File: src/hdl/nns_pkg.sv
// Shared types and constants of the nearest-neighbor scaler.
// No dependencies; every other file in hdl/ refers to it by scoped names.
package nns_pkg;

    localparam int MAX_DIMENSION = 2048;
    localparam int STORE_PIXELS  = 1048576;
    localparam int FRACTION_BITS = 16;

    localparam int SIZE_W  = $clog2(MAX_DIMENSION) + 1;
    localparam int COORD_W = $clog2(MAX_DIMENSION);
    localparam int PIXEL_W = 24;
    localparam int INDEX_W = 20;
    localparam int ROW_W   = 2 * SIZE_W;
    localparam int WIDE_W  = 2 * SIZE_W + 1;
    localparam int REG_IDX_W = 2;

    localparam int RESET_SOURCE_WIDTH  = 1152;
    localparam int RESET_SOURCE_HEIGHT = 864;
    localparam int RESET_TARGET_WIDTH  = 1920;
    localparam int RESET_TARGET_HEIGHT = 1080;

    localparam int QUEUE_DEPTH = 4;

    typedef enum logic {
        OP_LOAD  = 1'b0,
        OP_FETCH = 1'b1
    } t_op;

    typedef enum logic [REG_IDX_W-1:0] {
        REG_SOURCE_WIDTH  = 2'd0,
        REG_SOURCE_HEIGHT = 2'd1,
        REG_TARGET_WIDTH  = 2'd2,
        REG_TARGET_HEIGHT = 2'd3
    } t_reg_idx;

    typedef struct packed {
        t_op                 op;
        logic                err;
        logic [INDEX_W-1:0]  load_index;
        logic [PIXEL_W-1:0]  pixel;
        logic [SIZE_W-1:0]   mx;
        logic [SIZE_W-1:0]   my;
    } t_item;

    typedef struct packed {
        logic empty;
        logic full;
    } t_queue_status;

endpackage

File: src/hdl/nns_queue.sv
// Short register queue between the front end and the back end.
// Uses nns_pkg for the item type and depth.
module nns_queue (
    input  logic                   i_clk,
    input  logic                   i_rst_n,
    input  logic                   i_push,
    input  nns_pkg::t_item         i_item,
    input  logic                   i_pop,
    output nns_pkg::t_item         o_item,
    output nns_pkg::t_queue_status o_status
);
    localparam int DEPTH = nns_pkg::QUEUE_DEPTH;
    localparam int PTR_W = $clog2(DEPTH);
    localparam int CNT_W = $clog2(DEPTH + 1);

    nns_pkg::t_item   r_slot [DEPTH];
    logic [PTR_W-1:0] r_wr_ptr;
    logic [PTR_W-1:0] r_rd_ptr;
    logic [CNT_W-1:0] r_count;
    logic             w_do_push;
    logic             w_do_pop;

    assign w_do_push = i_push && (r_count != CNT_W'(DEPTH));
    assign w_do_pop  = i_pop && (r_count != '0);

    always_ff @(posedge i_clk) begin
        if (!i_rst_n) begin
            r_wr_ptr <= '0;
            r_rd_ptr <= '0;
            r_count  <= '0;
        end else begin
            if (w_do_push) begin
                r_wr_ptr <= (r_wr_ptr == PTR_W'(DEPTH - 1)) ? '0 : r_wr_ptr + PTR_W'(1);
            end
            if (w_do_pop) begin
                r_rd_ptr <= (r_rd_ptr == PTR_W'(DEPTH - 1)) ? '0 : r_rd_ptr + PTR_W'(1);
            end
            case ({w_do_push, w_do_pop})
                2'b10:   r_count <= r_count + CNT_W'(1);
                2'b01:   r_count <= r_count - CNT_W'(1);
                default: r_count <= r_count;
            endcase
        end
    end

    always_ff @(posedge i_clk) begin
        if (w_do_push) begin
            r_slot[r_wr_ptr] <= i_item;
        end
    end

    assign o_item         = r_slot[r_rd_ptr];
    assign o_status.empty = (r_count == '0);
    assign o_status.full  = (r_count == CNT_W'(DEPTH));

endmodule

File: config.mk
export PLATFORM = sky130hd
export DESIGN_NAME = nns_queue
export DESIGN_NICKNAME = d
export VERILOG_FILES = /design/src/hdl/nns_pkg.sv /design/src/hdl/nns_queue.sv
export SDC_FILE = /design/constraint.sdc
export NUM_CORES = 1
export LEC_CHECK = 0
export BUFFER_PORTS_ARGS = -buffer_cell sky130_fd_sc_hd__buf_2
export CAP_MARGIN = 30
export CORE_ASPECT_RATIO = 1.25
export CORE_UTILIZATION = 40
export CTS_CLUSTER_SIZE = 28
export DETAILED_ROUTE_END_ITERATION = 10
export PLACE_DENSITY_LB_ADDON = 0.2
export SYNTH_ARGS = -nofsm -noshare
export SYNTH_HDL_FRONTEND = slang
export SYNTH_SLANG_ARGS = --single-unit
File: constraint.sdc
create_clock -name i_clk -period 7.15 [get_ports i_clk]
set_input_delay 1.0725 -clock i_clk [delete_from_list [all_inputs] [get_ports i_clk]]
set_output_delay 1.0725 -clock i_clk [all_outputs]
set_load 0.005 [all_outputs]
==> metrics.md <==
| Metric | Value |
|---|---|
| Cts repair resizes | 0 |
| Initial antenna violation count | 3 |
| Final antenna-violating net count | 0 |
| Compound-Gate Fraction of Synth Area | 0.3284% |
| Unrepaired setup endpoints after global routing | no |
| DR vias/cell | 4.998 |
| Synthesized area | 10,670 um2 |
| DRC errors left | 0 |
| Setup TNS | 0 ns |
| Cell row count | 66 |
| Gr usage total | 14.32% |
| Largest family of logic cells by synthesized area | multiplexers |
| # hold bufs at CTS | 0 |
| Worst-margin pin slew | 0.8056 ns |
| Post-Route Skew | 0.01109 ns |
| Clock Root Buffer | clkbuf_16 |
| Final min period | 3.968 ns |
| Initial Utilization | 40.89% |
| CP Data Arrival Time | 2.90 ns |
| Remaining Overflow, GRT | 0 |
| Area leader, netlist | edfxtp_1 |
| Non-filler cells, final | 951 |
| HP Class | reg -> reg |
| Synth Area per Inst | 25.28 um2 |
| Setup violations, final | 0 |
| Max IR drop VDD | 0.0002018 V |
| Crit Reg-Reg Startpoint | r_count[0] |
| P_leak | 0.004252 uW |
| GPL Wtd Cong | 0.6562 |
| Clock Sinks | 289 |
| Drt pass-1 iters | 4 |
| Area Growth Syn to Fin | 19.21% |
| Slew headroom | 46.30% |
| Critical path data required time | 6.08 ns |
| Vias post-DR | 4,753 |
| Library cells used by synthesis | 25 |
| Largest net degree at the start of global routing | 50 |
| Area of the core | 26,100 um2 |
| Ports | 146 |
| Placed Instances | 898 |
| Leading cell type in the layout, fill and taps excluded | edfxtp_1 |
| Top cells by area, synth | edfxtp_1 (79%), mux4_2 (15%), dfxtp_1 (1.7%) |
| Power Density | 347.8 nW/um2 |
| Die X | 148.1 um |
| Crit-path max FO | 39 |
| Post-Synth XOR/XNOR Area | 0.1642% |
| First-pass GRT wire length | 29,160 um |
| Status | finished clean |
| Slowest cell on the critical path | dfxtp_4 |
| Final Hold Fails | 0 |
| Ys Warns | 0 |
| Post-CTS Setup Bufs | 0 |
| Pins Over Slew Limit | 0 |
| CTS tree | yes |
| Synthesized-area fraction occupied by adder cells | 0.8913% |
| # fillers | 2,200 |
| Crit path cell chain | buf_4 > mux4_2 > buf_2 |
| Final hold slack | 0.4978 ns |
| Hold Startpoint | r_wr_ptr[1] |
| Half-perimeter wire length after placement | 11,430 um |
| Max cap viols | 0 |
| Fmax | 252.0 MHz |
| WL final | 19,170 um |
| Clk pin slew, worst setup/hold paths | 0.06 ns |
| Multi-input logic area | 1866 um2 |
| Synth Net Count | 503 |
| Net count reported at finish | 669 |
| Average wire per standard cell | 20.16 um |
| Number of global-route vias before repair | 5,267 |
| Sequential-to-total area share from yosys stat | 80.50% |
| DIE AREA | 27,330 um2 |
| Critical path class | reg -> out |
| Period utilization | 55.50% |
| Starting DRT DRC Count | 264 |
| Commonest cells after routing, fill and taps aside | edfxtp_1 (280), buf_2 (145), mux4_2 (70) |
| Flops & latches, synth | 289 |
| CP Capture Type | output pin |
| Layout cell share with drive strength beyond 1 | 44.66% |
| Cts bufs inserted | 28 |
| Clk buf depth | 3 |
| Port Buffers | 145 |
| Die Span Y | 184.6 um |
| Clock latency on the worst-skew pair | 0.53 ns |
| Worst stage delay on the critical path | 0.79 ns |
| Simple-Gate Fraction of Synth Area | 1.044% |
| Mux contribution to synthesized area | 14.96% |
| H-tree depth | 1 |
| Top-area cell type share of the netlist area | 78.81% |
| Reg area | 8596 um2 |
| Mapped Cells | 422 |
| Setup crit start kind | flip-flop |
==> worst max-delay path: cells and delay by family (launching register included) <==
kind	cells	cell delay, ns
buffers and inverters	2	0.89
flip-flops	1	0.79
multiplexers	1	0.62
==> final cells by class <==
cell class                      instances  share of cell area (%)
Tap cell                              340                   3.345
Antenna cell                            2                 0.03935
Inverter                                7                  0.2066
Clock buffer                           34                   5.853
Multi-Input combinational cell        108                   14.67
Sequential cell                       289                   67.59
Timing Repair Buffer                  154                   7.024
Clock inverter                         17                   1.279
==> per-stage QoR <==
stage	total power, uW	instance area, um2	utilization (%)	setup slack (ns)
finish	4424	12720	48.74	3.182
global route	4632	12720	48.73	2.908
detailed placement	3062	11810	45.24	3.590
floorplan	2751	10670	-	3.716
CTS	4503	12710	48.72	3.018
global placement	3021	11670	44.72	3.602
==> state kept, by name, indices dropped and copies added (netlist names), named ones only <==
register,cells
r_count,3
r_rd_ptr,2
r_wr_ptr,2
r_slot,280
==> final timing paths <==
kind,endpoint,depth (start not counted),slack [ns]
min,r_wr_ptr[1],2,0.50
max reg2reg,r_slot[2][45],5,4.88
min reg2reg,r_wr_ptr[1],2,0.50
max,o_item[33],3,3.18
==> cells by family (layout without fill, tap and decap cells) <==
| group | Yosys count | count (layout) |
|---|---|---|
| DFF | 289 | 289 |
| muxes | 72 | 72 |
| buffers and inverters | 25 | 212 |
| and+or+nand+nor | 21 | 21 |
| adders and majority gates | 7 | 7 |
| AOI/OAI and AO/OA | 6 | 6 |
| xor gates and xnor gates | 2 | 2 |
| other | 0 | 2 |
==> layer usage <==
| layer | part of all wire (%) | vias to the layer above | GRT usage, % |
|---|---|---|---|
| li1 | - | 2118 | - |
| met1 | 38 | 2481 | 16.43 |
| met2 | 53 | 118 | 25.90 |
| met3 | 6.2 | 34 | 3.589 |
| met4 | 2.4 | 2 | 4.825 |
| met5 | 0.052 | - | 0 |
==> power by group <==
group	internal [uW]	leakage, uW	switching [uW]	total, uW
combinational	458	0.00117	387	845
clock	847	0.000441	586	1430
sequential	2050	0.00264	97.0	2150
total	3350	0.00425	1070	4420
==> cells in the mapped netlist <==
cell type,count
edfxtp_1,280
mux4_2,70
dfxtp_1,9
buf_2,8
buf_12,7
inv_1,7
nand2_1,7
and2_1,6
ha_1,6
o21ai_0,4
mux2i_1,2
nand3_1,2
nor2_1,2
a21boi_0,1
buf_1,1
buf_6,1
clkbuf_1,1
fa_1,1
nor2b_1,1
nor3_1,1
nor3b_2,1
o31ai_1,1
or3_1,1
xnor2_1,1
xor2_1,1
Power figures use the tool's default switching activity.
