===== src/hdl/nns_pkg.sv =====
// Shared types and constants of the nearest-neighbor scaler.
// No dependencies; every other file in hdl/ refers to it by scoped names.
package nns_pkg;

    localparam int MAX_DIMENSION = 2048;
    localparam int STORE_PIXELS  = 1048576;
    localparam int FRACTION_BITS = 16;

    localparam int SIZE_W  = $clog2(MAX_DIMENSION) + 1;
    localparam int COORD_W = $clog2(MAX_DIMENSION);
    localparam int PIXEL_W = 24;
    localparam int INDEX_W = 20;
    localparam int ROW_W   = 2 * SIZE_W;
    localparam int WIDE_W  = 2 * SIZE_W + 1;
    localparam int REG_IDX_W = 2;

    localparam int RESET_SOURCE_WIDTH  = 1152;
    localparam int RESET_SOURCE_HEIGHT = 864;
    localparam int RESET_TARGET_WIDTH  = 1920;
    localparam int RESET_TARGET_HEIGHT = 1080;

    localparam int QUEUE_DEPTH = 4;

    typedef enum logic {
        OP_LOAD  = 1'b0,
        OP_FETCH = 1'b1
    } t_op;

    typedef enum logic [REG_IDX_W-1:0] {
        REG_SOURCE_WIDTH  = 2'd0,
        REG_SOURCE_HEIGHT = 2'd1,
        REG_TARGET_WIDTH  = 2'd2,
        REG_TARGET_HEIGHT = 2'd3
    } t_reg_idx;

    typedef struct packed {
        t_op                 op;
        logic                err;
        logic [INDEX_W-1:0]  load_index;
        logic [PIXEL_W-1:0]  pixel;
        logic [SIZE_W-1:0]   mx;
        logic [SIZE_W-1:0]   my;
    } t_item;

    typedef struct packed {
        logic empty;
        logic full;
    } t_queue_status;

endpackage


===== src/hdl/nns_step_div.sv =====
// Bit-serial restoring divider producing one fixed-point step ratio.
// Uses nns_pkg for size widths; one quotient bit per cycle.
module nns_step_div #(
    parameter int FRACTION_BITS = nns_pkg::FRACTION_BITS,
    parameter int RESET_SRC     = nns_pkg::RESET_SOURCE_WIDTH,
    parameter int RESET_DST     = nns_pkg::RESET_TARGET_WIDTH,
    parameter int QW            = nns_pkg::SIZE_W + FRACTION_BITS
) (
    input  logic                      i_clk,
    input  logic                      i_rst_n,
    input  logic                      i_start,
    input  logic [nns_pkg::SIZE_W-1:0] i_src,
    input  logic [nns_pkg::SIZE_W-1:0] i_dst,
    output logic                      o_busy,
    output logic [QW-1:0]             o_step
);
    localparam int SW = nns_pkg::SIZE_W;
    localparam int CW = $clog2(QW + 1);
    localparam logic [QW-1:0] RESET_STEP =
        QW'((longint'(RESET_SRC) << FRACTION_BITS) / longint'(RESET_DST));

    logic          r_busy;
    logic [CW-1:0] r_cnt;
    logic [QW-1:0] r_num;
    logic [SW-1:0] r_rem;
    logic [SW-1:0] r_den;
    logic [QW-1:0] r_quo;
    logic [QW-1:0] r_step;

    logic [SW:0]   w_trial;
    logic          w_qbit;
    logic [SW:0]   w_diff;

    assign w_trial = {r_rem, r_num[QW-1]};
    assign w_qbit  = (w_trial >= {1'b0, r_den});
    assign w_diff  = w_trial - {1'b0, r_den};

    always_ff @(posedge i_clk) begin
        if (!i_rst_n) begin
            r_busy <= 1'b0;
            r_cnt  <= '0;
            r_step <= RESET_STEP;
        end else if (i_start) begin
            r_busy <= 1'b1;
            r_cnt  <= CW'(QW);
        end else if (r_busy) begin
            r_cnt <= r_cnt - CW'(1);
            if (r_cnt == CW'(1)) begin
                r_busy <= 1'b0;
                r_step <= {r_quo[QW-2:0], w_qbit};
            end
        end
    end

    always_ff @(posedge i_clk) begin
        if (i_start) begin
            r_num <= {i_src, {FRACTION_BITS{1'b0}}};
            r_den <= (i_dst == '0) ? SW'(1) : i_dst;
            r_rem <= '0;
            r_quo <= '0;
        end else if (r_busy) begin
            r_num <= {r_num[QW-2:0], 1'b0};
            r_rem <= w_qbit ? w_diff[SW-1:0] : w_trial[SW-1:0];
            r_quo <= {r_quo[QW-2:0], w_qbit};
        end
    end

    assign o_busy = r_busy;
    assign o_step = r_step;

endmodule


===== config.mk =====
export PLATFORM = sky130hd
export DESIGN_NAME = nns_step_div
export DESIGN_NICKNAME = d
export VERILOG_FILES = /design/src/hdl/nns_pkg.sv /design/src/hdl/nns_step_div.sv
export SDC_FILE = /design/constraint.sdc
export NUM_CORES = 1
export LEC_CHECK = 0
export ABC_CLOCK_PERIOD_IN_PS = 5800
export BUFFER_PORTS_ARGS = -buffer_cell sky130_fd_sc_hd__buf_2
export CAP_MARGIN = 0
export CORE_MARGIN = 2
export CORE_UTILIZATION = 34
export DETAILED_ROUTE_END_ITERATION = 7
export HOLD_SLACK_MARGIN = 0.06
export PLACE_DENSITY = 0.53
export SLEW_MARGIN = 25
export SYNTH_ARGS = -nofsm -noshare
export SYNTH_HDL_FRONTEND = slang
export SYNTH_SLANG_ARGS = --single-unit

===== constraint.sdc =====
create_clock -name i_clk -period 5.8 [get_ports i_clk]
set_clock_uncertainty 0.15 [all_clocks]
set_input_delay 1.16 -clock i_clk [delete_from_list [all_inputs] [get_ports i_clk]]
set_output_delay 1.16 -clock i_clk [all_outputs]
set_load 0.005 [all_outputs]

==> flow_summary.ini, run 1 <==
[outcome]
status = finished, final reports clean

[yosys]
synthCells = 453
synth_top_area_frac = 0.3365
synth_fp_nets = 495
yosysSeqAreaShare = 0.5024
ys_seq_elements = 97
async_flop_share = 0
yosysUniqueCellTypes = 48
synth.area.top_cells = dfxtp_1 (34%), edfxtp_1 (17%), nand2_1 (6.7%), mux2i_1 (6.2%), nor2_1 (4.3%)
yosys_warnings = 0
ys.flop_type = dfxtp_1
netlist_area_um2 = 4343
synth_edf_count = 24
synth_area_leader_cell = dfxtp_1
syn_area_per_cell_um2 = 9.587

[sta]
slew_violations = 0
min_period_ns = 2.608
max_freq_mhz = 383.5
slew_headroom = 0.4762
min_period_over_period = 0.4496
rsz0062_at_grt = false
hold_viol = 0
worst_slew_pin_slew_ns = 0.7857
setup_slack_ns = 3.192
setup_viol = 0
tns_ns = 0

[pwr]
p_leak_nw = 2.029
power_density_nw_per_um2 = 303.5
power_mw = 1.521
peakVddDrop_mv = 0.1503

[clock_tree]
hold_buffers = 0
cts_buffers = 9
cts-root-buf = clkbuf_16
clk_pin_slew_worst_paths_ns = 0.07
clk_path_buf_depth = 2
cts_tree = yes
cts_resized = 0
insertion_delay_ns = 0.35
post-cts-setup-buffer-count = 0
ctsHtreeMaxLevel = 3
tritoncts_num_sinks = 97

[route]
detail_route.vias_per_cell = 4.701
drt_iter0_drc = 147
drt_wl_total_um = 8478
via_count = 3112
antenna_left = 0
wl_per_cell_um = 12.81
detail_route.first_pass.iterations = 4
drc = 0

[placement]
pre_cts_ws_ns = 2.986
place_congestion = 0.7736
placed_area_um2 = 4711
portBuffers = 55
dp.final_hpwl_um = 5589
dp_cells = 647

[global_routing]
grt_max_degree = 72
grt_pass1_wl_um = 14250
antenna_found_initial = 0
overflow = 0
first_global_vias = 3035
track_usage = 0.1346

[cells_and_area]
final_cell_area_um2 = 5012
finalNetCount = 528
multi_input_area_um2 = 1962
drive_gt1_frac = 0.1918
fillers = 1239
fin_cells = 662
regArea_um2 = 2183
antennaDiodeCount = 0
syn2layout_area_growth_pct = 15.41

[worst_setup_path]
r2r_setup_slack_ns = 3.19
crit_type = reg -> reg
crit_fanout = 13
cp.arrival_ns = 2.73
worst_setup_path_start_kind = flop
worst_path_max_delay_cell = a21o_1
max_stage_delay_ns = 0.50
crit_chain = inv_1 > ha_1 > a21oi_1 > o21ai_0 > nor2_1 > a21o_1 > mux2_4 > a211oi_2
endpoint_kind = flop
crit_required_ns = 5.92

[floorplan]
die_y_um = 117.0
ios = 56
rows = 41
initial_utilization = 0.3455
coreArea_um2 = 12570
dieArea_um2 = 13690
die_w_um = 117.0

[min_path]
hp-class = reg -> reg

[run]
drv_cap = 0
worst paths after layout:
| kind | from | endpoint | depth (start not counted) |
|---|---|---|---|
| max reg2reg | r_den[10] | r_rem[0] | 8 |
| min | o_step[9] | o_step[9] | 2 |
| max | r_den[10] | r_rem[0] | 8 |
| min reg2reg | o_step[9] | o_step[9] | 2 |
per-layer routing:
| layer | track usage | part of all wire | routed length (um) |
|---|---|---|---|
| met3 | 0.03296 | 0.049 | 413 |
| met2 | 0.2139 | 0.46 | 3861 |
| met1 | 0.1711 | 0.47 | 4018 |
| met5 | 0 | 0 | 0 |
| met4 | 0.06745 | 0.022 | 184 |
per-stage QoR:
step | util | hold WS (ns)
2_1_floorplan | - | 0.2902
3_3_place_gp | 0.3742 | 0.2932
3_5_place_dp | 0.3748 | 0.3051
4_1_cts | 0.3988 | 0.3152
5_1_grt | 0.3988 | 0.3372
6_report | 0.3988 | 0.3112
worst max-delay path, delay by kind of cell, from the launching register on:
family / cells / cell delay, ns
multiplexers: 1 / 0.35
AND/OR/NAND/NOR: 1 / 0.20
adder cells (fa/ha/maj): 1 / 0.25
buffers and inverters: 1 / 0.07
flip-flops: 1 / 0.38
AO/OA/AOI/OAI: 4 / 1.12
cell type report:
cell class / count / share of cell area
Sequential cell: 97 / 0.4356
Multi-Input combinational cell: 305 / 0.3914
Timing Repair Buffer: 57 / 0.05791
Clock buffer: 10 / 0.04768
Tap cell: 172 / 0.04294
Clock inverter: 5 / 0.01248
Inverter: 16 / 0.01198
flip-flops by register name (all words and copies together), names as in the netlist:
signal  count
o_busy      1
r_rem      12
r_den      12
o_step     28
r_num      12
r_cnt       5
r_quo      27
cell usage in the layout (no fill, tap or decap), types with 7 or more instances in the layout:
cell type / synthesis / layout
nand2_1: 77 / 77
dfxtp_1: 73 / 72
buf_2: 5 / 55
nor2_1: 50 / 50
mux2i_1: 27 / 27
edfxtp_1: 24 / 24
a21boi_0: 21 / 21
inv_1: 16 / 16
ha_1: 14 / 14
mux2_2: 11 / 11
a21oi_1: 11 / 11
nand3_1: 11 / 11
o21ai_0: 9 / 9
clkbuf_16: 0 / 9
a311oi_1: 7 / 7
cells by family (layout without fill, tap and decap cells):
family | count (synthesis) | count (layout) | synth area share
AO/OA/AOI/OAI | 78 | 78 | 0.1291
XOR/XNOR | 10 | 10 | 0.02017
adder cells (fa/ha/maj) | 15 | 15 | 0.04494
buffers and inverters | 51 | 88 | 0.04811
flip-flops | 97 | 97 | 0.5024
multiplexers | 39 | 39 | 0.09421
AND/OR/NAND/NOR | 163 | 163 | 0.1610
synthesized netlist by cell type (2+ instances only):
library cell  instances
nand2_1              77
dfxtp_1              73
nor2_1               50
mux2i_1              27
clkbuf_1             25
edfxtp_1             24
a21boi_0             21
inv_1                16
ha_1                 14
a21oi_1              11
mux2_2               11
nand3_1              11
o21ai_0               9
a311oi_1              7
o21a_1                6
a21o_1                5
buf_2                 5
nor2b_1               5
xnor2_1               5
xor2_1                5
nor3_1                4
or3_1                 4
a31oi_1               3
buf_4                 3
nor3b_1               3
a211oi_1              2
a211oi_2              2
buf_1                 2
nand2b_1              2
nor4_1                2
o21bai_1              2
power by group:
part           internal, mW  switching [mW]  total (mW)
Combinational        0.0768           0.101       0.177
Sequential            0.722          0.0157       0.738
Clock                 0.347           0.259       0.606
Total                  1.15           0.375        1.52
(Power assumes the default switching activity.)
==> run 2: changes to the inputs <==
- ABC_CLOCK_PERIOD_IN_PS: 5800 -> 2400
- clock period: 5.8 -> 2.4 ns (I/O delays scaled with it)
==> flow_summary.ini, run 2 (synthesis results as in run 1) <==
[worst_setup_path]
endpoint_kind = flop
worst_path_max_delay_cell = ha_2
reg2regPathDepth = 8
max_stage_delay_ns = 0.40
crit_chain = inv_1 > ha_2 > nand2_1 > a211oi_4 > o31ai_4 > a21o_1 > mux2_4 > a211oi_2
cp.arrival_ns = 2.39
crit_type = reg -> reg
r2r_start = r_den[4]
worst_setup_path_start_kind = flop
rr_endpoint = r_rem[0]
crit_required_ns = 2.51
r2r_setup_slack_ns = 0.13
crit_fanout = 6

[cells_and_area]
final_cell_area_um2 = 5241
antennaDiodeCount = 0
fin_cells = 676
regArea_um2 = 2183
finalNetCount = 542
final_util = 0.4170
final_cell_mix = nand2_1 (77), dfxtp_1 (72), buf_2 (55)
syn2layout_area_growth_pct = 20.69
drive_gt1_frac = 0.2381
final_common_cell = nand2_1
fillers = 1240
largest_reg_flops = 28
multi_input_area_um2 = 2042

[min_path]
worstHoldPathCells = 1
hp-start = i_dst[11]
hp-class = in -> reg
min_to = r_den[11]

[sta]
hold_viol = 0
slew_violations = 0
setup_viol = 0
min_period_over_period = 0.9471
tns_ns = 0
worst_slew_pin_slew_ns = 0.5549
min_period_ns = 2.273
slew_headroom = 0.6301
setup_slack_ns = 0.1269
whs_ns = 0.1847
max_freq_mhz = 439.9

[clock_tree]
cts-root-buf = clkbuf_16
hold_buffers = 0
ctsHtreeMaxLevel = 3
cts_buffers = 9
cts_tree = yes
tritoncts_num_sinks = 97
insertion_delay_ns = 0.34
clk_path_buf_depth = 2
clk_pin_slew_worst_paths_ns = 0.06

[placement]
pre_cts_ws_ns = 0.07719
dp_cells = 660
place_congestion = 0.8328
portBuffers = 55
placed_area_um2 = 4826
dp.final_hpwl_um = 5903

[route]
drc = 0
detail_route.first_pass.iterations = 4
via_count = 3189
wl_per_cell_um = 12.89
drt_iter0_drc = 235
detail_route.vias_per_cell = 4.717
antenna_left = 0
drt_wl_total_um = 8711

[global_routing]
grt_pass1_wl_um = 13860
overflow = 0
antenna_found_initial = 0
grt_max_degree = 60
first_global_vias = 2901
track_usage = 0.1294

[floorplan]
coreArea_um2 = 12570
ios = 56
rows = 41
die_w_um = 117.0
dieArea_um2 = 13690
initial_utilization = 0.3455
die_y_um = 117.0

[pwr]
power_density_nw_per_um2 = 726.5
p_leak_nw = 2.107
peakVddDrop_mv = 0.2705
power_mw = 3.808

[outcome]
status = finished, final reports clean

[run]
drv_cap = 0
==> run 2: changes by cell type in the layout (fill, tap and decap cells not counted), sizes merged <==
cell and delta:
buf +14, clkbuf +1, clkinv -1
==> run 2: area by class of cell <==
type                            count  area share
Timing Repair Buffer               71     0.08021
Tap cell                          172     0.04106
Multi-Input combinational cell    305      0.3896
Sequential cell                    97      0.4166
Clock inverter                      4     0.01074
Inverter                           16     0.01146
Clock buffer                       11     0.05037
==> run 2: worst max-delay path by stage <==
stage | startpoint | end | slack (ns) | cells after the start
2_1_floorplan | r_num[27] | r_rem[10] | 0.25 | 9
3_5_place_dp | r_num[27] | r_rem[8] | 0.08 | 10
4_1_cts | r_num[27] | r_rem[8] | 0.07 | 10
3_3_place_gp | r_num[27] | r_rem[8] | 0.18 | 10
6_report | r_den[4] | r_rem[0] | 0.13 | 8
5_1_grt | r_rem[3] | r_rem[5] | -0.008 | 7
==> run 2: routing by layer <==
metal	wire (um)	global-route usage	vias up	part of all wire
met4	63	0.04000	0	0.0072
li1	-	-	1637	-
met5	0	0	-	0
met3	334	0.03450	4	0.038
met1	4442	0.1810	1497	0.51
met2	3869	0.1961	51	0.44
==> run 2: where the power goes <==
part,internal (mW),total [mW],switching (mW)
combinational,0.234,0.504,0.270
sequential,1.75,1.78,0.0361
clock,0.903,1.52,0.619
==> run 2: what timing repair did <==
item	in CTS	in global routing
endpoints found under the setup margin	0	8
buffers inserted	0	1
hold endpoints to repair	0	0
resized for setup	0	19
==> run 2: worst max-delay path: cells and delay by family, from the launching register on <==
kind,cells,cell delay (ns)
simple gates,1,0.14
flops,1,0.32
compound gates,4,0.84
fa+ha+maj,1,0.40
mux,1,0.31
buf+inv,1,0.04
==> run 3: changes to the inputs <==
- SETUP_SLACK_MARGIN: not set -> 0.15
==> flow_summary.ini, run 3 (synthesis results as in run 1) <==
[global_routing]
overflow = 0
grt_max_degree = 60
antenna_found_initial = 0
track_usage = 0.1342
first_global_vias = 2987
grt_pass1_wl_um = 14370

[worst_setup_path]
worst_setup_path_start_kind = flop
max_stage_delay_ns = 0.42
worst_path_max_delay_cell = edfxtp_1
worstSetupStartpoint = r_den[1]
endpoint_kind = flop
crit_required_ns = 2.51
crit_type = reg -> reg
crit_chain = inv_2 > ha_4 > o21ai_2 > a21oi_2 > o31ai_4 > a21o_4 > mux2_4 > a211oi_2
crit_fanout = 4
r2r_start = r_den[1]
cp.arrival_ns = 2.32

[floorplan]
die_y_um = 117.0
rows = 41
initial_utilization = 0.3455
ios = 56
coreArea_um2 = 12570
dieArea_um2 = 13690
die_w_um = 117.0

[sta]
slew_headroom = 0.6361
setup_slack_ns = 0.1890
tns_ns = 0
worst_slew_pin_slew_ns = 0.5458
setup_viol = 0
hold_viol = 0
max_freq_mhz = 452.3
min_period_ns = 2.211
slew_violations = 0
min_period_over_period = 0.9212
rsz0062_at_grt = false

[cells_and_area]
regArea_um2 = 2185
finalNetCount = 551
drive_gt1_frac = 0.2963
multi_input_area_um2 = 2167
final_util = 0.4332
largest_reg_flops = 28
final_cell_area_um2 = 5444
antennaDiodeCount = 0
fin_cells = 685
syn2layout_area_growth_pct = 25.35
final_common_cell = nand2_1
fillers = 1210
final_cell_mix = nand2_1 (76), dfxtp_1 (71), buf_2 (56)

[route]
drt_wl_total_um = 9211
drt_iter0_drc = 225
drc = 0
detail_route.first_pass.iterations = 4
via_count = 3260
wl_per_cell_um = 13.45
antenna_left = 0
detail_route.vias_per_cell = 4.759

[placement]
pre_cts_ws_ns = 0.07719
dp.final_hpwl_um = 5903
dp_cells = 660
portBuffers = 55
placed_area_um2 = 4826
place_congestion = 0.8328

[min_path]
hp-class = in -> reg
hp-start = i_dst[11]

[clock_tree]
clk_pin_slew_worst_paths_ns = 0.06
cts_buffers = 9
clk_path_buf_depth = 2
tritoncts_num_sinks = 97
insertion_delay_ns = 0.34
cts-root-buf = clkbuf_16
cts_tree = yes
hold_buffers = 0
ctsHtreeMaxLevel = 3

[outcome]
status = finished, final reports clean

[pwr]
power_density_nw_per_um2 = 718.7
peakVddDrop_mv = 0.2944
p_leak_nw = 2.163

[run]
drv_cap = 0
run 3: changes by cell type in the layout (fill, tap and decap cells not counted), moves of 4 or more:
cell / change
ha_4: +4
ha_1: -4
inv_2: +4
inv_1: -4
buf_4: +5
run 3: path summary, 6_finish.rpt:
check	endpoint	slack, ns	cells after the start
worst max-delay path	r_rem[0]	0.19	8
worst min-delay path	r_den[11]	0.18	1
worst max register to register	r_rem[0]	0.19	8
worst min register to register	o_step[20]	0.31	2
run 3: critical path: cells and delay by family (launching register included):
family | cells | cell delay [ns]
mux | 1 | 0.31
compound gates | 5 | 0.96
fa+ha+maj | 1 | 0.20
flops | 1 | 0.42
buf+inv | 1 | 0.09
run 3: layout make-up:
type	count	share of cell area
Sequential cell	97	0.4013
Multi-Input combinational cell	305	0.3981
Timing Repair Buffer	80	0.09124
Clock buffer	11	0.04849
Tap cell	172	0.03953
Inverter	16	0.01103
Clock inverter	4	0.01034
run 3: layer usage:
| layer | vias up | track usage | share of wire |
|---|---|---|---|
| li1 | 1655 | - | - |
| met1 | 1539 | 0.1849 | 0.49 |
| met2 | 62 | 0.2085 | 0.46 |
| met3 | 4 | 0.03450 | 0.044 |
| met4 | 0 | 0.04000 | 0.0068 |
| met5 | - | 0 | 0 |
run 3: report_power, final:
| part | switching [mW] | internal (mW) | leakage (nW) | total [mW] |
|---|---|---|---|---|
| clock network | 0.620 | 0.903 | 0.158 | 1.52 |
| registers | 0.0398 | 1.75 | 0.831 | 1.79 |
| logic | 0.312 | 0.291 | 1.17 | 0.604 |
| total | 0.972 | 2.94 | 2.16 | 3.91 |
run 3: per-stage QoR:
step	power, mW	hold slack [ns]
floorplan	2.151	0.2902
global placement	2.276	0.2961
detailed placement	2.283	0.3047
CTS	3.879	0.1688
global route	4.087	0.1757
finish	3.913	0.1845
run 3: timing repair:
action | CTS | global route
pin swaps | 6 | 14
buffers inserted | 5 | 4
cloned | 0 | 1
gates resized for setup | 15 | 36
endpoints found under the setup margin | 7 | 13
