**config.mk**
```make
export PLATFORM = sky130hd
export DESIGN_NAME = nns_front
export DESIGN_NICKNAME = d
export VERILOG_FILES = /design/src/hdl/nns_pkg.sv /design/src/hdl/nns_front.sv
export SDC_FILE = /design/constraint.sdc
export NUM_CORES = 1
export LEC_CHECK = 0
export ABC_CLOCK_PERIOD_IN_PS = 6950
export BUFFER_PORTS_ARGS = -buffer_cell sky130_fd_sc_hd__buf_2
export CAP_MARGIN = 30
export CORE_AREA = 2 2 163 165
export DETAILED_ROUTE_END_ITERATION = 8
export DIE_AREA = 0 0 165 167
export PLACE_DENSITY = 0.87
export SYNTH_ARGS = -nofsm -noshare
export SYNTH_HDL_FRONTEND = slang
export SYNTH_SLANG_ARGS = --single-unit
export TNS_END_PERCENT = 50
```
**constraint.sdc**
```tcl
create_clock -name vclk -period 6.95
set_input_delay 0.695 -clock vclk [all_inputs]
set_output_delay 0.695 -clock vclk [all_outputs]
set_load 0.01 [all_outputs]
```
**src/hdl/nns_pkg.sv**
```systemverilog
// Shared types and constants of the nearest-neighbor scaler.
// No dependencies; every other file in hdl/ refers to it by scoped names.
package nns_pkg;

    localparam int MAX_DIMENSION = 2048;
    localparam int STORE_PIXELS  = 1048576;
    localparam int FRACTION_BITS = 16;

    localparam int SIZE_W  = $clog2(MAX_DIMENSION) + 1;
    localparam int COORD_W = $clog2(MAX_DIMENSION);
    localparam int PIXEL_W = 24;
    localparam int INDEX_W = 20;
    localparam int ROW_W   = 2 * SIZE_W;
    localparam int WIDE_W  = 2 * SIZE_W + 1;
    localparam int REG_IDX_W = 2;

    localparam int RESET_SOURCE_WIDTH  = 1152;
    localparam int RESET_SOURCE_HEIGHT = 864;
    localparam int RESET_TARGET_WIDTH  = 1920;
    localparam int RESET_TARGET_HEIGHT = 1080;

    localparam int QUEUE_DEPTH = 4;

    typedef enum logic {
        OP_LOAD  = 1'b0,
        OP_FETCH = 1'b1
    } t_op;

    typedef enum logic [REG_IDX_W-1:0] {
        REG_SOURCE_WIDTH  = 2'd0,
        REG_SOURCE_HEIGHT = 2'd1,
        REG_TARGET_WIDTH  = 2'd2,
        REG_TARGET_HEIGHT = 2'd3
    } t_reg_idx;

    typedef struct packed {
        t_op                 op;
        logic                err;
        logic [INDEX_W-1:0]  load_index;
        logic [PIXEL_W-1:0]  pixel;
        logic [SIZE_W-1:0]   mx;
        logic [SIZE_W-1:0]   my;
    } t_item;

    typedef struct packed {
        logic empty;
        logic full;
    } t_queue_status;

endpackage

```
**src/hdl/nns_front.sv**
```systemverilog
// Front end: classifies each accepted beat, checks the destination range
// and maps the coordinate to the source grid. Uses nns_pkg types.
module nns_front #(
    parameter int FRACTION_BITS = nns_pkg::FRACTION_BITS,
    parameter int QW            = nns_pkg::SIZE_W + FRACTION_BITS
) (
    input  logic                        i_accept,
    input  logic                        i_operation,
    input  logic [nns_pkg::INDEX_W-1:0] i_load_index,
    input  logic [nns_pkg::COORD_W-1:0] i_target_x,
    input  logic [nns_pkg::COORD_W-1:0] i_target_y,
    input  logic [nns_pkg::PIXEL_W-1:0] i_pixel_in,
    input  logic [QW-1:0]               i_hstep,
    input  logic [QW-1:0]               i_vstep,
    input  logic [nns_pkg::SIZE_W-1:0]  i_target_width,
    input  logic [nns_pkg::SIZE_W-1:0]  i_target_height,
    output logic                        o_push,
    output nns_pkg::t_item              o_item
);
    localparam int SW = nns_pkg::SIZE_W;
    localparam int PW = nns_pkg::COORD_W + QW;

    logic [PW-1:0] w_px;
    logic [PW-1:0] w_py;
    logic          w_err;

    assign w_px  = PW'(i_target_x) * PW'(i_hstep);
    assign w_py  = PW'(i_target_y) * PW'(i_vstep);
    assign w_err = (SW'(i_target_x) >= i_target_width) ||
                   (SW'(i_target_y) >= i_target_height);

    always_comb begin
        o_item.op         = nns_pkg::t_op'(i_operation);
        o_item.err        = w_err;
        o_item.load_index = i_load_index;
        o_item.pixel      = i_pixel_in;
        o_item.mx         = w_err ? '0 : w_px[FRACTION_BITS +: SW];
        o_item.my         = w_err ? '0 : w_py[FRACTION_BITS +: SW];
    end

    assign o_push = i_accept;

endmodule

```
==> results.md, run 1 <==
* Outcome: finished, final reports clean
* Total GRT Usage at 27.2%
* Chip height at between 150 and 200 µm
* Worst-path fanout max at 15
* Max Slew Vio Count at 0
* Critical path's top delay family: adder cells
* Initial Utilization at 56.0%
* Worst Hold Path EP: o_item[40]
* Largest net degree at the start of global routing at 29
* Multi-input logic area at between 10000 and 15000 µm²
* Die width at 165 µm
* Most used cell, CP: fa_1
* Unrepaired setup endpoints after global routing: no
* Number of hold-repair buffers added at the cts stage at 0
* Seq/Total Area, Yosys at 0%
* Max-cap violations at 0
* Clock period minus worst slack at around 6700 ps
* Final #Nets at ~2300
* Leakage at 0.00760 µW
* Post-DP HPWL at between 20000 and 30000 µm
* Relative slew slack at 30.6%
* Die area at around 28000 µm²
* Slowest cell on the critical path: fa_1
* WP buf/inv at 6
* Post-Synthesis Mean Instance Area at just under 9 µm²
* Largest area contributor in the netlist: fa_1
* Drt total wl at 35600 µm
* Pwr per Cell Area at around 440 nW/µm²
* Synth top cells by count: fa_1, inv_1, nand2_1
* Setup CP Type: primary input to output port
* Synth area leaders: fa_1, ha_1, and2_1
* Vias per cell at approximately 5.5
* Seq Cell Count at 0
* Initial antenna violation count at 1
* Synth cell types at 52
* Setup violators final at 0
* Final worst slack at around 280 ps
* Hold slack at 1390 ps
* Vias in the first global route at 12500
* Mapped Area at 14400 µm²
* Yosys synthesis warning count at 0
* Post-route ant nets at 0
* Most common cell in the netlist: fa_1
* Critical Path RT at 6250 ps
* Setup TNS at 0 ps
* Post-Synthesis Cells at roughly 1700
* Yosys top cell area share at 50.5%
* # rows at just under 60
* GP Congestion at 0.935
* Clock buffers at 0
* Hold Path Stages at 0
* Type of origin of the critical path: primary input
* Fillers at approximately 2100
* First-pass GRT wire length at about 60000 µm
* Fmax at about 0.15 GHz
* Diodes inserted at 0
* Initial DRC Count at 950
* Core Area at 25800 µm²
* Worst hold path class: primary input to output port
* Share of layout cells above drive strength 1 at approximately a tenth
* Area delta synth->final at 3.67%
* Tcrit/Tclk final at around 96%
* Arr. time, crit path at about 6000 ps
* I/O pin cnt at between 200 and 250
* Via Count at around 11000
* Maximum vdd drop at between 0.9 and 1 mV
* Final Hold Fails at 0
* Worst-Margin Slew at ~1000 ps
* # DRC at 0
* Crit. End Element: output port
* Total Power at 6590 µW
* CP Cell Sequence: buf_2, nand2_1, fa_1, inv_1, fa_1, fa_1, fa_1, inv_1, fa_1, inv_1, ha_1, and2_1, a311o_1, a221oi_1, buf_4, nand2_1, o221ai_2, o21ai_1, xnor2_1, nor2_1, buf_2
* Pre-antenna DRT Iters at 5
* Total grt overflow at 0
* Wire per inst at 17.7 µm
* Pre-CTS setup slack at approximately 200 ps
* CP peak stage delay at 560 ps
* FF/Latch Area at 0 µm²
* Syn nets at about 2300
* Worst Hold Launch: i_pixel_in[16]
* Critical path depth at 21
* Buffers on Ports at 127
[cell families (layout without fill, tap and decap cells)]
kind of cell	after synthesis	after routing	share of synthesized area, %
adder cells (fa/ha/maj)	470	470	59.7
buffers and inverters	475	487	13.6
AND/OR/NAND/NOR	581	581	19.2
XOR/XNOR	59	59	3.58
AO/OA/AOI/OAI	80	80	3.88
[area by class of cell]
type / instances / share of cell area, %
Multi-Input combinational cell: 1190 / 83.4
Inverter: 341 / 8.56
Timing Repair Buffer: 146 / 5.27
Tap cell: 335 / 2.80
[power breakdown]
group | switching, µW | leakage [µW] | total [µW] | internal (µW)
Clock | 0 | 0 | 0 | 0
Combinational | 3690 | 0.00760 | 6590 | 2890
Sequential | 0 | 0 | 0 | 0
[routing by layer]
layer	vias to the layer above	part of all wire, %	global-route usage [%]
li1	4812	-	-
met1	5545	35	32.8
met3	140	9.3	4.43
met2	663	51	47.8
met5	-	0.042	0
met4	2	4.7	11.6
[worst max-delay path by stage]
stage,endpoint,slack [ps],start
finish,o_item[23],280,i_target_x[5]
global route,o_item[22],5,i_target_x[5]
CTS,o_item[23],180,i_target_x[2]
detailed placement,o_item[23],200,i_target_x[2]
global placement,o_item[22],370,i_target_x[2]
floorplan,o_item[23],610,i_target_x[2]
[cell usage in the layout (no fill, tap or decap), types with 2 or more instances in the layout]
master	Yosys	final
nand4_1	4	4
and2_1	205	205
a211oi_2	1	2
o31a_1	2	2
nand2_1	314	314
o21bai_1	4	4
a31oi_1	3	3
inv_1	341	341
ha_1	106	106
a21oi_2	1	2
nor2_1	33	33
a21o_1	10	10
xor2_1	14	14
o31ai_1	2	2
xnor2_1	45	45
nand4b_1	2	2
nand3_1	5	5
fa_1	364	364
a21oi_1	24	23
buf_4	47	19
or3_1	2	2
and4_1	2	2
a211oi_1	4	3
o21a_1	3	3
o21ai_1	6	6
nor3_1	4	4
buf_2	5	123
nand2b_1	4	4
a211o_1	2	2
o21ai_0	4	4
clkbuf_4	0	4
[stage by stage]
step	std cells	utilization [%]	area [µm²]
after CTS	2012	58.0	14900
after floorplan	1665	-	14400
final	2012	58.1	15000
after global placement	2012	58.0	14900
after detailed placement	2012	58.0	14900
after global routing	2012	58.1	15000
[repair_timing]
item / CTS / global route
buffers inserted: 0 / 0
endpoints found under the hold margin: 0 / 0
resized for setup: 0 / 6
endpoints found under the setup margin: 0 / 8
Power figures use the tool's default switching activity.
==> run 2, diff against run 1 <==
CORE_AREA = 2 2 204 206   (was 2 2 163 165)
DIE_AREA = 0 0 206 208   (was 0 0 165 167)
PLACE_DENSITY = 0.62   (was 0.87)
TNS_END_PERCENT = unset   (was 50)
==> run 2 against run 1 <==
Critical endpoint is now o_item[19]. Sequential share of layout area unchanged. Largest power group unchanged. Clock-buffer cell count stayed put. Critical path depth unchanged. Via count fell by 3.3%.
==> results.md, run 2 (synthesis results as in run 1) <==
* Outcome: finished, final reports clean (unchanged)
* Tcrit/Tclk final at 95.6% (was 96.0%)
* Clock buffers at 0 (unchanged)
* Leakage at 0.00766 µW (was 0.00760 µW)
* Post-CTS Setup Inserts at 0 (unchanged)
* Chip height at 208 µm (was 167 µm)
* Total GRT Usage at 18.2% (was 27.2%)
* Max Slew Vio Count at 0 (unchanged)
* First-pass GRT wire length at 62500 µm (was 59500 µm)
* I/O pin cnt at 219 (unchanged)
* Clock period minus worst slack at 6640 ps (was 6670 ps)
* Final Hold Fails at 0 (unchanged)
* Worst-Margin Slew at 673 ps (was 1040 ps)
* Vias per cell at 4.87 (was 5.55)
* End-of-flow core utilization at 37.8% (was 58.1%)
* Multi-input logic area at 12500 µm² (about the same)
* Diodes inserted at 0 (unchanged)
* WP buf/inv at 6 (unchanged)
* Type of origin of the critical path: primary input (unchanged)
* Setup CP Type: primary input to output port (unchanged)
* Wire per inst at 17.1 µm (was 17.7 µm)
* FF/Latch Area at 0 µm² (unchanged)
* Final worst slack at 308 ps (was 276 ps)
* Pwr per Cell Area at 443 nW/µm² (was 440 nW/µm²)
* Buffers on Ports at 127 (unchanged)
* Drt total wl at 37900 µm (was 35600 µm)
* Largest net degree at the start of global routing at 29 (unchanged)
* # DRC at 0 (unchanged)
* Post-DP HPWL at 31100 µm (was 29800 µm)
* Share of layout cells above drive strength 1 at 9.79% (was 9.42%)
* Via Count at 10800 (was 11200)
* Vias in the first global route at 12000 (was 12500)
* Final #Nets at 2305 (was 2297)
* Commonest non-fill, non-tap cell in the layout: fa_1 (unchanged)
* GP Congestion at 0.873 (was 0.935)
* Initial DRC Count at 621 (was 950)
* Seq Cell Count at 0 (unchanged)
* Maximum vdd drop at 0.300 mV (was 0.946 mV)
* Crit. End Element: output port (unchanged)
* Total grt overflow at 0 (unchanged)
* Most frequent cells in the layout: fa_1, inv_1, nand2_1 (unchanged)
* Critical path's top delay family: adder cells (unchanged)
* # rows at 74 (was 59)
* Max-cap violations at 0 (unchanged)
* Area delta synth->final at 6.18% (was 3.67%)
* Slowest cell on the critical path: fa_1 (unchanged)
* Fmax at 0.151 GHz (was 0.150 GHz)
* Die area at 42800 µm² (was 27600 µm²)
* CP Cell Sequence: buf_2, buf_4, and2_1, fa_1, ha_1, inv_1, fa_1, fa_1, inv_1, fa_1, ha_1, a2111oi_0, o31ai_1, a211oi_2, a21oi_1, buf_4, nand2b_1, a21oi_1, xor2_1, nor2_1, buf_2 (was buf_2, nand2_1, fa_1, inv_1, fa_1, fa_1, fa_1, inv_1, fa_1, inv_1, ha_1, and2_1, a311o_1, a221oi_1, buf_4, nand2_1, o221ai_2, o21ai_1, xnor2_1, nor2_1, buf_2)
* Initial Utilization at 35.6% (was 56.0%)
* Arr. time, crit path at 5950 ps (was 5980 ps)
* Cell Area, Placed at 15300 µm² (was 14900 µm²)
* Pre-CTS setup slack at 214 ps (was 204 ps)
* Most used cell, CP: fa_1 (unchanged)
* Pre-antenna DRT Iters at 5 (unchanged)
* Critical Path RT at 6250 ps (about the same)
* Relative slew slack at 55.1% (was 30.6%)
* Final instance area at 15300 µm² (was 15000 µm²)
* Setup violators final at 0 (unchanged)
* CP peak stage delay at 570 ps (was 560 ps)
* Worst-path fanout max at 11 (was 15)
* Fillers at 4195 (was 2107)
* Post-route ant nets at 0 (unchanged)
* Worst hold path class: primary input to output port (unchanged)
* Core Area at 40600 µm² (was 25800 µm²)
* Die width at 206 µm (was 165 µm)
* Initial antenna violation count at 1 (unchanged)
run 2: worst paths after layout:
kind	startpoint	to	cells after the start
min	i_load_index[0]	o_item[48]	0
max	i_target_x[4]	o_item[19]	21
run 2: power by group:
group,internal (µW),switching [µW],total [µW]
Clock,0,0,0
Sequential,0,0,0
Combinational,2970,3830,6790
run 2: metal layers:
metal	wire length, µm	GRT usage, %	vias to the layer above
met5	14	0.576	-
met4	800	3.28	2
met3	2280	1.93	64
met2	19100	32.0	366
met1	15700	24.3	5532
li1	-	-	4831
run 2: timing repair:
item,in CTS,in global routing
hold buffers,0,0
gates resized for setup,0,6
setup endpoints to repair,0,9
run 2: layout make-up:
class / instances / share of cell area [%]
tap: 532 / 4.34
timing repair buffer: 154 / 5.93
multi-input combinational: 1190 / 81.4
inverter: 341 / 8.35
run 2: stage by stage:
step                      hold slack, ps  total power, µW  std cells  setup TNS (ps)
after floorplan                     1480             4790       1665               0
after global placement              1390             6740       2216               0
after detailed placement            1390             6830       2217               0
after CTS                           1390             6880       2217               0
after global routing                1390             7720       2217           -6.45
final                               1390             6790       2217               0
==> run 3, diff against run 2 <==
ABC_CLOCK_PERIOD_IN_PS = unset   (was 6950)
BUFFER_PORTS_ARGS = -buffer_cell sky130_fd_sc_hd__clkbuf_2   (was -buffer_cell sky130_fd_sc_hd__buf_2)
GPL_TIMING_DRIVEN = 0   (was unset)
==> run 3 against run 2 <==
Cell count up 5.5%. Clock-buffer cell count unchanged. First-iteration DRC count shrank 8.2%. Critical path depth increased by 1. Global-route usage rose by 0.53 points. Sequential cell count unchanged. Sequential share of layout area stayed put. Worst hold slack improved by 190 ps. Maximum frequency fell by 1.3%. Highest routed layer is now met4.
==> results.md, run 3 (synthesis results as in run 1) <==
* Outcome: finished, final reports clean (unchanged)
* Final Hold Fails at 0 (unchanged)
* Die width at 206 µm (unchanged)
* Core Area at 40600 µm² (unchanged)
* Post-DP HPWL at 33800 µm (was 31100 µm)
* Top Layer Used: met4 (was met5)
* Max Slew Vio Count at 0 (unchanged)
* Area delta synth->final at 10.9% (was 6.18%)
* Register share of total power at 0% (about the same)
* Net Sw Frac at 56.8% (was 56.3%)
* Total grt overflow at 0 (unchanged)
* First-pass GRT wire length at 64000 µm (was 62500 µm)
* Arr. time, crit path at 6040 ps (was 5950 ps)
* Worst hold path class: primary input to output port (unchanged)
* Drt total wl at 39200 µm (was 37900 µm)
* Wire per inst at 16.8 µm (was 17.1 µm)
* Tcrit/Tclk final at 96.9% (was 95.6%)
* Vias in the first global route at 12300 (was 12000)
* CP Launch Point: i_target_x[5] (was i_target_x[4])
* I/O pin cnt at 219 (unchanged)
* Worst Hold Launch: i_load_index[13] (was i_load_index[0])
* Buffers on Ports at 164 (was 127)
* Chip height at 208 µm (unchanged)
* Final #Nets at 2426 (was 2305)
* Maximum vdd drop at 0.279 mV (was 0.300 mV)
* Wl on met1 at 16700 µm (was 15700 µm)
* # rows at 74 (unchanged)
* P_sw at 3930 µW (was 3830 µW)
* Fmax at 0.149 GHz (was 0.151 GHz)
* Worst-path fanout max at 10 (was 11)
* Pwr per Cell Area at 432 nW/µm² (was 443 nW/µm²)
* Cell Area, Placed at 15900 µm² (was 15300 µm²)
* Largest net degree at the start of global routing at 20 (was 29)
* Pint at 2990 µW (was 2970 µW)
* Diodes inserted at 0 (unchanged)
* Relative slew slack at 50.0% (was 55.1%)
* Type of origin of the critical path: primary input (unchanged)
* Clock power frac at 0% (about the same)
* Critical Path RT at 6250 ps (about the same)
* Crit. End Element: output port (unchanged)
* GP Congestion at 0.881 (was 0.873)
* Clock period minus worst slack at 6730 ps (was 6640 ps)
* Max-cap violations at 0 (unchanged)
* Routed length on met2 at 19500 µm (was 19100 µm)
* Metal3 WL at 2210 µm (was 2280 µm)
* Vias per cell at 4.82 (was 4.87)
* Gate power share at 100.0% (about the same)
* Via Count at 11300 (was 10800)
* Post-route ant nets at 0 (unchanged)
* Share of layout cells above drive strength 1 at 15.1% (was 9.79%)
* # DRC at 0 (unchanged)
* Final instance area at 16000 µm² (was 15300 µm²)
* Multi-input logic area at 12500 µm² (about the same)
* Initial Utilization at 35.6% (unchanged)
* Pre-CTS setup slack at -680 ps (was 214 ps)
* Initial DRC Count at 570 (was 621)
* Initial antenna violation count at 0 (was 1)
* Setup CP Type: primary input to output port (unchanged)
* Worst-Margin Slew at 750 ps (was 673 ps)
* Clock buffers at 0 (unchanged)
* Total GRT Usage at 18.8% (was 18.2%)
* Pre-antenna DRT Iters at 5 (unchanged)
* Commonest non-fill, non-tap cell in the layout: fa_1 (unchanged)
* Setup violators final at 0 (unchanged)
* Die area at 42800 µm² (unchanged)
* FF/Latch Area at 0 µm² (unchanged)
* Fillers at 4180 (was 4195)
* Seq Cell Count at 0 (unchanged)
* Most frequent cells in the layout: fa_1, inv_1, nand2_1 (unchanged)
* Total Power at 6920 µW (was 6790 µW)
* Final worst slack at 217 ps (was 308 ps)
* Leakage at 0.00812 µW (was 0.00766 µW)
-- run 3: changes by cell type in the layout (fill, tap and decap cells not counted), sizes merged --
cell	before	now
buf	149	64
clkbuf	5	211
-- run 3: final cells by class --
type                       count  share of cell area [%]
multi-input combinational   1190                    78.4
inverter                     341                    8.00
buffer                       108                    4.19
timing repair buffer         167                    5.29
tap                          532                    4.16
-- run 3: per-stage QoR --
step / hold slack, ps / TNS (ps) / instances / util [%]
after floorplan: 1480 / 0 / 1665 / -
after global placement: 1580 / -7920 / 2361 / 39.2
after detailed placement: 1580 / -9120 / 2361 / 39.2
after CTS: 1580 / 0 / 2349 / 39.3
after global routing: 1580 / -150 / 2338 / 39.4
final: 1580 / 0 / 2338 / 39.4
-- run 3: worst max-delay path: stages --
cell and delay [ps]:
clkbuf_2 160, clkbuf_2 250, and2_1 210, fa_1 540
inv_1 60, fa_1 530, inv_1 50, fa_1 400
fa_1 580, fa_1 460, ha_1 310, nand2_1 90
a2111oi_2 360, a211oi_2 120, buf_4 180, a21oi_2 110
buf_4 150, o221ai_4 130, o21ai_1 270, xnor2_1 150
nor2_1 60, clkbuf_2 160
-- run 3: timing repair --
item / in CTS / in global routing
resized for setup: 30 / 58
hold buffers: 0 / 0
buffers inserted: 2 / 1
endpoints found under the hold margin: 0 / 0
pin swaps: 2 / 2
setup endpoints to repair: 22 / 19
gates cloned: 0 / 0
-- run 3: power by group through the flow --
| stage | Sequential (µW) | Clock [µW] | Combinational [µW] |
|---|---|---|---|
| after detailed placement | 0 | 0 | 6750 |
| after global placement | 0 | 0 | 6560 |
| after CTS | 0 | 0 | 6910 |
| after floorplan | 0 | 0 | 4790 |
| after global routing | 0 | 0 | 7850 |
| final | 0 | 0 | 6920 |
-- run 3: final timing paths --
kind	to	slack (ps)	depth (start not counted)
max	o_item[23]	220	22
min	o_item[61]	1580	2
-- run 3: routing by layer --
layer	up-vias	track usage, %
li1	5070	-
met1	5722	25.4
met2	414	32.4
met3	70	2.10
met4	0	3.45
met5	-	0
